[src/rtl/motor_drive_mode_sequencer_top_assert.svh]
// Assertion macros for the mode sequencer.
`ifndef MOTOR_DRIVE_MODE_SEQUENCER_TOP_ASSERT_SVH
`define MOTOR_DRIVE_MODE_SEQUENCER_TOP_ASSERT_SVH

// Same-cycle implication, checked out of reset.
`define MDMS_ASSERT_NOW(lbl, ante, cons, msg) \
   lbl: assert property (@(posedge clock) disable iff (reset) (ante) |-> (cons)) \
      else $error(msg);

// Next-cycle implication, checked out of reset.
`define MDMS_ASSERT_NEXT(lbl, ante, cons, msg) \
   lbl: assert property (@(posedge clock) disable iff (reset) (ante) |=> (cons)) \
      else $error(msg);

`endif

[src/rtl/mdms_pkg.sv]
package mdms_pkg;

   localparam int ErrorWidth = 8;
   localparam int DelayWidth = 16;

   localparam logic [ErrorWidth-1:0] STICKY_ERR = 8'h80;
   localparam logic [DelayWidth-1:0] DELAY_RESET = 16'd200;

   localparam logic [2:0] MODE_BOOT = 3'd0;
   localparam logic [2:0] MODE_IDLE = 3'd1;
   localparam logic [2:0] MODE_RUN  = 3'd2;
   localparam logic [2:0] MODE_CAL  = 3'd3;
   localparam logic [2:0] MODE_ACOG = 3'd4;

   localparam logic [2:0] OP_TICK   = 3'd0;
   localparam logic [2:0] OP_REQ    = 3'd1;
   localparam logic [2:0] OP_CLEAR  = 3'd2;
   localparam logic [2:0] OP_RAISE  = 3'd3;
   localparam logic [2:0] OP_CHECK  = 3'd4;

   localparam logic [1:0] ST_OK      = 2'd0;
   localparam logic [1:0] ST_INVALID = 2'd1;
   localparam logic [1:0] ST_ERRORS  = 2'd2;
   localparam logic [1:0] ST_CALINV  = 2'd3;

   typedef struct packed {
      logic [2:0]            opcode;
      logic                  calibration_valid;
      logic [ErrorWidth-1:0] raise_bits;
      logic [2:0]            target_mode;
   } req_type;

   typedef struct packed {
      logic [2:0]            left_mode;
      logic                  mode_entered;
      logic                  error_changed;
      logic [ErrorWidth-1:0] error_word;
      logic                  setpoint_hit;
      logic                  drive_on;
      logic                  bridge_armed;
      logic [1:0]            request_status;
      logic [2:0]            current_mode;
   } rsp_type;

endpackage

[src/rtl/motor_drive_mode_sequencer_top.sv]
// channel | dir | handshake            | payload
// req     | in  | req_tvalid/tready    | tuser: opcode; tdata: target, raise bits, cal valid
// rsp     | out | rsp_tvalid/tready    | tdata: mode, status, flags, errors, entry info
// csr     | in  | csr_wr_en            | csr_wr_data: charge_delay_ticks
//
// One beat per cycle sustained while rsp_tready is high; a result is valid from the result register.
// Input register -> single combinational state update -> result register.
// The input register still takes one beat while a result is stalled downstream.
// Synchronous active-high reset clears mode state, errors and both valids.
module motor_drive_mode_sequencer_top
   import mdms_pkg::*;
(
   input  logic                  clock,
   input  logic                  reset,
   input  logic                  csr_wr_en,
   input  logic [DelayWidth-1:0] csr_wr_data,
   input  logic                  req_tvalid,
   output logic                  req_tready,
   input  logic [15:0]           req_tdata,  // target_mode, raise_bits, calibration_valid
   input  logic [2:0]            req_tuser,  // opcode
   output logic                  rsp_tvalid,
   input  logic                  rsp_tready,
   output logic [23:0]           rsp_tdata   // current_mode, request_status, bridge_armed,
                                             // drive_on, setpoint_hit, error_word,
                                             // error_changed, mode_entered, left_mode
);

   logic [DelayWidth-1:0] delay_ff;
   logic                  in_valid_ff, in_valid_in;
   req_type               in_ff;
   logic                  out_valid_ff, out_valid_in;
   rsp_type               out_ff, out_in;

   logic [2:0]            mode_ff, mode_in;
   logic [2:0]            pending_ff, pending_in;
   logic                  exit_ready_ff, exit_ready_in;
   logic [DelayWidth-1:0] countdown_ff, countdown_in;
   logic [ErrorWidth-1:0] errors_ff, errors_in;
   logic [ErrorWidth-1:0] reported_ff, reported_in;
   logic                  armed_ff, armed_in;
   logic [1:0]            run_bits_ff, run_bits_in;

   logic advance;
   logic fire;
   logic do_req;
   logic [2:0] req_target;
   logic [1:0] req_status;

   assign advance    = !out_valid_ff || rsp_tready;
   assign req_tready = !in_valid_ff || advance;
   assign fire       = in_valid_ff && advance;

   assign in_valid_in  = req_tready ? req_tvalid : in_valid_ff;
   assign out_valid_in = advance ? in_valid_ff : out_valid_ff;

   always_comb begin
      mode_in       = mode_ff;
      pending_in    = pending_ff;
      exit_ready_in = exit_ready_ff;
      countdown_in  = countdown_ff;
      errors_in     = errors_ff;
      reported_in   = reported_ff;
      armed_in      = armed_ff;
      run_bits_in   = run_bits_ff;
      out_in        = '0;
      req_status    = ST_OK;
      do_req        = 1'b0;
      req_target    = in_ff.target_mode;

      case (in_ff.opcode)
         OP_TICK: begin
            if (pending_ff != mode_ff) begin
               case (mode_ff)
                  MODE_IDLE: begin
                     if (countdown_ff != '0) begin
                        countdown_in = countdown_ff - 1'b1;
                     end else begin
                        exit_ready_in = 1'b1;
                     end
                  end
                  MODE_RUN: begin
                     armed_in      = 1'b0;
                     run_bits_in   = 2'b00;
                     exit_ready_in = 1'b1;
                  end
                  default: begin
                     exit_ready_in = 1'b1;
                  end
               endcase
               if (exit_ready_in) begin
                  out_in.left_mode    = mode_ff;
                  out_in.mode_entered = 1'b1;
                  mode_in             = pending_ff;
                  if (pending_ff == MODE_RUN) begin
                     run_bits_in = 2'b11;
                  end
               end
            end
         end
         OP_REQ: begin
            do_req = 1'b1;
         end
         OP_CLEAR: begin
            errors_in   = errors_ff & STICKY_ERR;
            reported_in = reported_ff & STICKY_ERR;
         end
         OP_RAISE: begin
            errors_in = errors_ff | in_ff.raise_bits;
         end
         OP_CHECK: begin
            if (reported_ff != errors_ff) begin
               if (errors_ff != '0) begin
                  armed_in   = 1'b0;
                  do_req     = 1'b1;
                  req_target = MODE_IDLE;
               end
               out_in.error_changed = 1'b1;
               reported_in          = errors_ff;
            end
         end
         default: begin
         end
      endcase

      if (do_req) begin
         exit_ready_in = 1'b0;
         if (mode_ff == MODE_IDLE) begin
            if (req_target == MODE_IDLE) begin
               armed_in     = 1'b0;
               countdown_in = '0;
               pending_in   = MODE_IDLE;
            end else if (req_target == MODE_RUN || req_target == MODE_CAL ||
                         req_target == MODE_ACOG) begin
               if (errors_ff != '0) begin
                  req_status = ST_ERRORS;
               end else if (req_target != MODE_CAL && !in_ff.calibration_valid) begin
                  req_status = ST_CALINV;
               end else begin
                  armed_in     = 1'b1;
                  countdown_in = delay_ff;
                  pending_in   = req_target;
               end
            end else begin
               req_status = ST_INVALID;
            end
         end else begin
            if (req_target == MODE_IDLE) begin
               pending_in = MODE_IDLE;
            end else begin
               req_status = ST_INVALID;
            end
         end
      end

      out_in.current_mode   = mode_in;
      out_in.request_status = (in_ff.opcode == OP_REQ) ? req_status : ST_OK;
      out_in.bridge_armed   = armed_in;
      out_in.drive_on       = run_bits_in[0];
      out_in.setpoint_hit   = run_bits_in[1];
      out_in.error_word     = errors_in;
   end

   always_ff @(posedge clock) begin
      if (reset) begin
         delay_ff      <= DELAY_RESET;
         in_valid_ff   <= 1'b0;
         out_valid_ff  <= 1'b0;
         mode_ff       <= MODE_BOOT;
         pending_ff    <= MODE_BOOT;
         exit_ready_ff <= 1'b0;
         countdown_ff  <= '0;
         errors_ff     <= '0;
         reported_ff   <= '0;
         armed_ff      <= 1'b0;
         run_bits_ff   <= 2'b00;
      end else begin
         if (csr_wr_en) begin
            delay_ff <= csr_wr_data;
         end
         in_valid_ff  <= in_valid_in;
         out_valid_ff <= out_valid_in;
         if (fire) begin
            mode_ff       <= mode_in;
            pending_ff    <= pending_in;
            exit_ready_ff <= exit_ready_in;
            countdown_ff  <= countdown_in;
            errors_ff     <= errors_in;
            reported_ff   <= reported_in;
            armed_ff      <= armed_in;
            run_bits_ff   <= run_bits_in;
         end
      end
   end

   always_ff @(posedge clock) begin
      if (req_tready && req_tvalid) begin
         in_ff.opcode            <= req_tuser;
         in_ff.target_mode       <= req_tdata[2:0];
         in_ff.raise_bits        <= req_tdata[10:3];
         in_ff.calibration_valid <= req_tdata[11];
      end
      if (fire) begin
         out_ff <= out_in;
      end
   end

   assign rsp_tvalid = out_valid_ff;
   assign rsp_tdata  = {3'b000, out_ff};

   `include "motor_drive_mode_sequencer_top_assert.svh"

   `MDMS_ASSERT_NOW(a_entered_changes_mode, out_valid_ff && out_ff.mode_entered,
      out_ff.left_mode != out_ff.current_mode, "entry beat without a mode change")
   `MDMS_ASSERT_NOW(a_left_zero, out_valid_ff && !out_ff.mode_entered,
      out_ff.left_mode == MODE_BOOT, "left_mode set without an entry")
   `MDMS_ASSERT_NOW(a_run_bits_only_in_run, run_bits_ff != 2'b00,
      mode_ff == MODE_RUN, "run status bits set outside run")
   `MDMS_ASSERT_NEXT(a_stalled_input_kept, in_valid_ff && !advance,
      in_valid_ff, "input beat dropped while stalled")

endmodule
[config.mk]
export PLATFORM = sky130hd
export DESIGN_NAME = motor_drive_mode_sequencer_top
export DESIGN_NICKNAME = d
export VERILOG_FILES = /design/src/rtl/mdms_pkg.sv /design/src/rtl/motor_drive_mode_sequencer_top.sv
export VERILOG_INCLUDE_DIRS = /design/src /design/src/rtl
export SDC_FILE = /design/constraint.sdc
export NUM_CORES = 1
export LEC_CHECK = 0
export BUFFER_PORTS_ARGS = -buffer_cell sky130_fd_sc_hd__buf_2
export CAP_MARGIN = 0
export CORE_MARGIN = 2
export CORE_UTILIZATION = 25
export CTS_BUF_LIST = sky130_fd_sc_hd__clkbuf_4 sky130_fd_sc_hd__clkbuf_8
export DETAILED_ROUTE_END_ITERATION = 10
export PLACE_DENSITY = 0.46
export SETUP_SLACK_MARGIN = 0.4
export SYNTH_ARGS = -nofsm -noshare
export SYNTH_HDL_FRONTEND = slang
export SYNTH_SLANG_ARGS = --single-unit
[constraint.sdc]
create_clock -name clock -period 2.88 [get_ports clock]
set_input_delay 0.144 -clock clock [delete_from_list [all_inputs] [get_ports clock]]
set_output_delay 0.144 -clock clock [all_outputs]
set_load 0.05 [all_outputs]
==> results of run 1 <==
[metal layers]
layer  up-vias  part of all wire (%)  track usage (%)
met5         -                     0                0
met4         0                   1.9             5.56
met3        16                   4.1             2.44
met2        80                    44             18.6
met1      1698                    50             17.3
li1       1773                     -                -
[layout by cell type, fill, tap and decap left out, drive strengths merged, types with 13 or more instances in the layout]
| cell type | netlist | routed |
|---|---|---|
| buf | 9 | 71 |
| dfxtp | 60 | 60 |
| nand2 | 53 | 53 |
| nor2 | 46 | 46 |
| a21oi | 36 | 36 |
| edfxtp | 36 | 36 |
| dlygate4sd3 | 0 | 31 |
| mux2i | 19 | 19 |
| o21ai | 18 | 18 |
| nand3 | 13 | 13 |
[registers in the layout, summed over array words and instances, names as in the netlist, 2 cells and up]
signal        flops
countdown_ff     16
delay_ff         16
errors_ff         8
in_ff            15
mode_ff           3
pending_ff        3
reported_ff       8
rsp_tdata        21
run_bits_ff       2
[synthesized netlist by cell type (3+ instances only)]
cell and n:
sky130_fd_sc_hd__a21boi_0 3, sky130_fd_sc_hd__a21oi_1 36, sky130_fd_sc_hd__a22o_1 4, sky130_fd_sc_hd__a22oi_1 6
sky130_fd_sc_hd__a31oi_1 4, sky130_fd_sc_hd__a32oi_1 3, sky130_fd_sc_hd__and2_1 3, sky130_fd_sc_hd__buf_2 3
sky130_fd_sc_hd__buf_4 4, sky130_fd_sc_hd__clkbuf_1 13, sky130_fd_sc_hd__dfxtp_1 60, sky130_fd_sc_hd__edfxtp_1 36
sky130_fd_sc_hd__inv_1 12, sky130_fd_sc_hd__mux2i_1 19, sky130_fd_sc_hd__nand2_1 53, sky130_fd_sc_hd__nand2b_1 3
sky130_fd_sc_hd__nand3_1 13, sky130_fd_sc_hd__nand4_1 5, sky130_fd_sc_hd__nor2_1 46, sky130_fd_sc_hd__nor2b_1 4
sky130_fd_sc_hd__nor3_1 10, sky130_fd_sc_hd__nor4_1 4, sky130_fd_sc_hd__o211a_1 3, sky130_fd_sc_hd__o21a_1 3
sky130_fd_sc_hd__o21ai_0 15, sky130_fd_sc_hd__o22ai_1 6, sky130_fd_sc_hd__o31ai_1 3, sky130_fd_sc_hd__o32ai_1 4
sky130_fd_sc_hd__or4_1 3, sky130_fd_sc_hd__xnor2_1 8, sky130_fd_sc_hd__xor2_1 3
[power by group through the flow]
stage	combinational [mW]	clock [mW]	sequential, mW
after CTS	0.264	1.12	1.48
after global placement	0.227	0	1.51
after floorplan	0.112	0	1.54
after detailed placement	0.230	0	1.51
final	0.262	1.08	1.47
after global routing	0.285	1.16	1.48
[what timing repair did]
| action | 4_1_cts | 5_1_grt |
|---|---|---|
| pin swaps | 0 | 1 |
| hold buffers | 31 | 0 |
| resized for setup | 1 | 4 |
| hold endpoints to repair | 31 | 0 |
| gates cloned | 0 | 0 |
| setup endpoints to repair | 4 | 16 |
[worst paths after layout]
path,end,cells after the start
min,delay_ff[1],3
min reg2reg,reported_ff[6],2
max reg2reg,armed_ff,6
max,armed_ff,6
[cell families after synthesis]
kind of cell / count (synthesis) / share of synthesized area (%)
other: 1 / 0.0877
buffers and inverters: 34 / 3.43
multiplexers: 19 / 4.45
adder cells (fa/ha/maj): 1 / 0.293
XOR/XNOR: 11 / 2.25
AO/OA/AOI/OAI: 110 / 17.6
AND/OR/NAND/NOR: 160 / 18.5
flip-flops: 96 / 53.4
[area by class of cell]
| cell class | count | share of cell area (%) |
|---|---|---|
| sequential | 96 | 42.0 |
| multi-input combinational | 304 | 34.8 |
| timing repair buffer | 102 | 12.8 |
| tap | 220 | 5.06 |
| clock buffer | 11 | 2.56 |
| clock inverter | 5 | 1.96 |
| inverter | 12 | 0.829 |
[per-stage QoR]
step	setup WS, ns	hold WS, ns
final	0.544	0.0332
after global routing	0.411	0.0326
after CTS	0.436	0.0215
after detailed placement	0.399	0.322
after global placement	0.439	0.321
after floorplan	0.505	0.243
[worst max-delay path: stages (launching register included)]
cell and delay (ns):
sky130_fd_sc_hd__edfxtp_1 0.48, sky130_fd_sc_hd__nor3_1 0.44, sky130_fd_sc_hd__o31ai_1 0.32, sky130_fd_sc_hd__or4_1 0.57, sky130_fd_sc_hd__nand3_1 0.13, sky130_fd_sc_hd__a21oi_1 0.08, sky130_fd_sc_hd__a22o_1 0.21
==> impl_metrics.toml, run 1 <==
[run_status]
outcome = "complete, no violations"

[floorplanning]
rows = 47
total_core_area_mm2 = 0.0166
die-width_um = 135
floorplan.die_area_mm2 = 0.0182
initial_utilization_pct = 25.7
num_io_pins = 66
die_height_um = 135

[clocking]
clock-sinks = 96
worst_skew_pair.late_latency_ns = 0.38
path_clk_slew_ns = 0.10
cts.path.max_buffers = 2
cts.root.buffer_cell = "sky130_fd_sc_hd__clkbuf_8"
cts_htree_levels = 3
cts_bufs_inserted = 9
clock_tree_from_tritoncts = "built"
cts.repair_timing.setup_buffer_count = 0

[finish]
layout_filler_cell_count = 1700
stdcell_area_mm2 = 0.00544
share_of_the_core_filled_with_cells_in_the_final_layout_pct = 32.7
multiInputGateArea_mm2 = 0.00189
count_of_placed_standard_cells_in_the_final_layout_fillers_left_out = 750
area_growth_synth_to_finish_pct = 27.2
share_of_final_layout_standard_cells_stronger_than_drive_strength_1_pct = 19.6
num-nets-final = 566
diodes = 0
register_area_mm2 = 0.00228

[timing]
timing_max_transition_violations_final = 0
final-setup-viol-count = 0
worst_slew_pin_tran_ns = 0.872
worst_clock_skew_ns = 0.0146
timing_hold_violations_final = 0
fmax_mhz = 428
setup-tns-final_ns = 0
final.min_clock_period_ns = 2.34
rsz_0062_raised_after_global_routing = "false"
worst_slew_margin_rel_pct = 41.4
final.period_utilization_pct = 81.1

[yosys]
synth_top_area_share_pct = 28.1
postSynth.topFlopCell = "sky130_fd_sc_hd__dfxtp_1"
synth_cells = 432
ys_types = 64
netlist_area_mm2 = 0.00427
postSynth.asyncResetShare_pct = 0
yosysSeqAreaShare_pct = 53.4
synth_edf_count = 36
synth_largest_area_cell = "sky130_fd_sc_hd__dfxtp_1"
synth.area.top_cells = "sky130_fd_sc_hd__dfxtp_1 28%, sky130_fd_sc_hd__edfxtp_1 25%, sky130_fd_sc_hd__nand2_1 4.7%"
postSynthRegisterBits = 96
total_of_warnings_raised_by_yosys = 0
post_synth.cell_area_avg_um2 = 9.89

[critical_path]
cp.required_ns = 3.16
startpoint_type = "flop"
worst-endpoint-arrival_ns = 2.62
crit_start = "in_ff[12]"
worstSetupPathType = "reg2reg"
critical_path_peak_fanout = 6
worstSetupEndpointType = "flop"
crit_reg_reg_startpoint = "in_ff[12]"
slack_of_the_worst_reg_to_reg_path_ns = 0.54

[global_routing]
grt_first_pass_wirelength_um = 17800
grt_pass1_vias = 3468
grt_usage_pct = 12.4
grt_remaining_overflow = 0
grt_antenna_before_repair = 0
pin_count_of_the_biggest_net_entering_global_routing = 30

[power_and_ir_drop]
power.ir.vdd_worst_mv = 0.266
sequential_share_of_power_pct = 52.4
net_switching_power_figure_uw = 667
total_power_mw = 2.81
power_per_cell_area_mw_per_mm2 = 517
netSwitchingFraction_pct = 23.7
share_comb_of_total_power_pct = 9.3
clkPwrFrac_pct = 38.3
power.leakage_nw = 2.06
p_int_mw = 2.15

[place]
gp_routability_congestion = 0.817
io_buffer_count = 58
dp_hpwl_um = 7540
placed_area_mm2 = 0.00485
place_inst = 703

[flow_run]
drv_cap = 0

[drt]
detail-route-antenna-nets = 0
iteration_count_of_the_initial_detailed_routing_pass = 4
routed_wire_length_per_instance_um = 14.3
drt_iter0_markers = 254
routed-via-count = 3567
route.final.wire_length_um = 10700
post-route-drc-count = 0
route.detailed.vias_per_inst = 4.76

[min_path]
min-delay-path-class = "in2reg"
hold_path_origin = "csr_wr_data[1]"
(Power assumes the default switching activity.)
==> run 2: changes to the inputs <==
--- a/config.mk
+++ b/config.mk
@@ -6,13 +6,14 @@
 export SDC_FILE = /design/constraint.sdc
 export NUM_CORES = 1
 export LEC_CHECK = 0
+export ABC_AREA = 1
 export BUFFER_PORTS_ARGS = -buffer_cell sky130_fd_sc_hd__buf_2
 export CAP_MARGIN = 0
 export CORE_MARGIN = 2
 export CORE_UTILIZATION = 25
 export CTS_BUF_LIST = sky130_fd_sc_hd__clkbuf_4 sky130_fd_sc_hd__clkbuf_8
 export DETAILED_ROUTE_END_ITERATION = 10
-export PLACE_DENSITY = 0.46
+export PLACE_DENSITY = 0.45
 export SETUP_SLACK_MARGIN = 0.4
 export SYNTH_ARGS = -nofsm -noshare
 export SYNTH_HDL_FRONTEND = slang
==> constraint.sdc (replaced) <==
create_clock -name clock -period 2.2 [get_ports clock]
set_input_delay 0.11 -clock clock [delete_from_list [all_inputs] [get_ports clock]]
set_output_delay 0.11 -clock clock [all_outputs]
set_load 0.05 [all_outputs]
==> impl_metrics.toml, run 2 <==
[critical_path]
critical_path_peak_fanout = 8
critPathBufInv = 2
ff2ff_path_depth = 13
critical_path_cell_with_the_highest_stage_delay = "sky130_fd_sc_hd__edfxtp_1"
crit_reg_reg_startpoint = "in_ff[13]"
worst-endpoint-arrival_ns = 2.11
startpoint_type = "flop"
worstSetupPathType = "reg2reg"
worstSetupEndpointType = "flop"
path_common_cell = "sky130_fd_sc_hd__nand2_4"
cp.depth = 13
timing.rr.end = "pending_ff[1]"
cp.required_ns = 2.46
cp_top_family = "simple AND/OR/NAND/NOR gates"
cp_cell_instances = "nor2_2, inv_2, nor2_8, nand3_4, nand4_4, nand2_8, buf_6, nand2_4, nand2_4, nand2_4, nand2_1, o21ai_2, nor2_1"
slack_of_the_worst_reg_to_reg_path_ns = 0.36
cp_slowest_stage_delay_ns = 0.42

[global_routing]
grt_first_pass_wirelength_um = 19300
grt_remaining_overflow = 0
gr-usage-met3_pct = 2.84
grt_antenna_before_repair = 0
grt.met1_usage_pct = 17.5
grt_usage_pct = 12.5
pin_count_of_the_biggest_net_entering_global_routing = 43
grt_busiest_layer = "met2"
grt_use_met2_pct = 18.8
grt_pass1_vias = 3757

[yosys]
synth_largest_area_cell = "sky130_fd_sc_hd__dfxtp_1"
synth-compound-area-share_pct = 13.8
ys_types = 43
netlist_top_cells_count = "80 x sky130_fd_sc_hd__nand2_1, 64 x sky130_fd_sc_hd__inv_1, 60 x sky130_fd_sc_hd__dfxtp_1"
post_synth.cell_area_avg_um2 = 8.52
synth_cells = 544
synth_xor_xnor_area_share_pct = 2.08
combinational_family_with_the_most_area_after_synthesis = "simple AND/OR/NAND/NOR gates"
mux_cell_area_share_after_synthesis_pct = 0
postSynth.asyncResetShare_pct = 0
synth_adder_area_share_pct = 0.270
post-synth-top-count-cell = "sky130_fd_sc_hd__nand2_1"
postSynthRegisterBits = 96
netlist_area_mm2 = 0.00464
synth.area.top_cells = "sky130_fd_sc_hd__dfxtp_1 26%, sky130_fd_sc_hd__edfxtp_1 23%, sky130_fd_sc_hd__nand2_1 6.5%"
synth_top_area_share_pct = 25.9
synth_simple_gate_area_share_pct = 24.9
yosysSeqAreaShare_pct = 49.2
total_of_warnings_raised_by_yosys = 0
postSynth.topFlopCell = "sky130_fd_sc_hd__dfxtp_1"
synth_edf_count = 36

[min_path]
hold_path_origin = "csr_wr_data[5]"
number_of_cells_on_the_worst_hold_path = 3
min-delay-path-class = "in2reg"
min_to = "delay_ff[5]"

[floorplanning]
initial_utilization_pct = 25.6
num_io_pins = 66
floorplan.die_area_mm2 = 0.0196
die-width_um = 140
rows = 49
total_core_area_mm2 = 0.0181
die_height_um = 140

[finish]
stdcell_area_mm2 = 0.00633
area_growth_synth_to_finish_pct = 36.6
most_frequent_cells_in_the_layout = "69 x sky130_fd_sc_hd__nand2_1, 58 x sky130_fd_sc_hd__buf_2, 56 x sky130_fd_sc_hd__inv_1"
num-nets-final = 711
share_of_final_layout_standard_cells_stronger_than_drive_strength_1_pct = 34.8
layout.cells.most_common = "sky130_fd_sc_hd__nand2_1"
largest_reg_flops = 21
diodes = 0

[power_and_ir_drop]
power.leakage_nw = 2.60
power.ir.vdd_worst_mv = 0.262
power_per_cell_area_mw_per_mm2 = 593

[timing]
worst_slew_pin_tran_ns = 0.637
timing_hold_violations_final = 0
rsz_0062_raised_after_global_routing = "true"
timing_max_transition_violations_final = 0
final.min_clock_period_ns = 1.84
worst_slew_margin_rel_pct = 57.5
final.period_utilization_pct = 83.8
hold-worst-slack_ns = 0.0268
setup-tns-final_ns = 0
worst_clock_skew_ns = 0.0127
final-setup-viol-count = 0
fmax_mhz = 542

[flow_run]
drv_cap = 0

[clocking]
cts_htree_levels = 3
cts.path.max_buffers = 2
cts.root.buffer_cell = "sky130_fd_sc_hd__clkbuf_8"
cts_bufs_inserted = 9
clock_tree_from_tritoncts = "built"
clock-sinks = 96
path_clk_slew_ns = 0.10
worst_skew_pair.late_latency_ns = 0.39

[place]
gp_routability_congestion = 0.821
io_buffer_count = 58
dp_hpwl_um = 8050
placed_area_mm2 = 0.00517

[drt]
route.final.wire_length_um = 12200
iteration_count_of_the_initial_detailed_routing_pass = 6
route.detailed.vias_per_inst = 4.49
detail-route-antenna-nets = 0
routed_wire_length_per_instance_um = 13.5
drt_iter0_markers = 245
post-route-drc-count = 0
routed-via-count = 4060

[run_status]
outcome = "complete, no violations"
run 2: cell count changes after synthesis, moves of 13 or more:
cell,previous run,this run
sky130_fd_sc_hd__a211oi_1,2,15
sky130_fd_sc_hd__a21oi_1,36,58
sky130_fd_sc_hd__inv_1,12,64
sky130_fd_sc_hd__inv_2,0,13
sky130_fd_sc_hd__mux2i_1,19,0
sky130_fd_sc_hd__nand2_1,53,80
sky130_fd_sc_hd__nand3_1,13,42
sky130_fd_sc_hd__nand4_1,5,22
sky130_fd_sc_hd__o21ai_0,15,29
run 2: cell type report:
| type | count | area [µm²] |
|---|---|---|
| fill | 1864 | 11800 |
| inverter | 77 | 297 |
| multi-input combinational | 352 | 2230 |
| timing repair buffer | 134 | 1020 |
| tap | 229 | 287 |
| clock inverter | 7 | 61.3 |
| sequential | 96 | 2310 |
| clock buffer | 9 | 124 |
run 2: logic make-up (layout without fill, tap and decap cells):
family,after synthesis,count (layout)
and+or+nand+nor,222,225
AOI/OAI and AO/OA,112,112
buffers and inverters,101,227
DFF,96,96
xor gates and xnor gates,11,11
adders and majority gates,1,1
other,1,3
run 2: where the power goes:
group	total, mW	internal [mW]	leakage (nW)	switching (mW)
Combinational	0.648	0.247	1.65	0.401
Clock	1.13	0.435	0.0957	0.694
Sequential	1.98	1.93	0.848	0.0428
Total	3.75	2.62	2.60	1.14
run 2: repair_timing:
action,4_1_cts,5_1_grt
setup endpoints to repair,31,45
hold buffers,30,0
gates cloned,2,3
buffers inserted,16,17
pin swaps,11,36
gates resized for setup,47,55
hold endpoints to repair,26,0
run 2: stage by stage:
stage                     power, mW  setup WS [ns]  cells  util [%]
final                          3.75          0.356    904      35.0
after floorplan                2.37          0.417    546         -
after global routing           3.94          0.209    904      35.0
after global placement         2.49          0.222    821      28.6
after CTS                      3.73          0.359    885      32.9
after detailed placement       2.50          0.213    821      28.6
run 2: worst register-to-register path: cells and delay by family, from the launching register on:
family / cells / cell delay [ns]
buffers and inverters: 2 / 0.22
and+or+nand+nor: 10 / 1.03
DFF: 1 / 0.42
AOI/OAI and AO/OA: 1 / 0.05
run 2: worst max-delay path by stage:
| stage | end | start | slack [ns] |
|---|---|---|---|
| after floorplan | rsp_tdata[3] | errors_ff[3] | 0.42 |
| after global placement | countdown_ff[13] | in_ff[13] | 0.22 |
| after detailed placement | countdown_ff[1] | in_ff[13] | 0.21 |
| after CTS | countdown_ff[2] | errors_ff[4] | 0.36 |
| after global routing | countdown_ff[11] | errors_ff[6] | 0.21 |
| final | pending_ff[1] | in_ff[13] | 0.36 |
run 2: layer usage:
| metal | part of all wire, % | vias up |
|---|---|---|
| met5 | 0 | - |
| met4 | 1.6 | 0 |
| met3 | 3.7 | 15 |
| met2 | 45 | 83 |
| met1 | 50 | 1877 |
| li1 | - | 2085 |
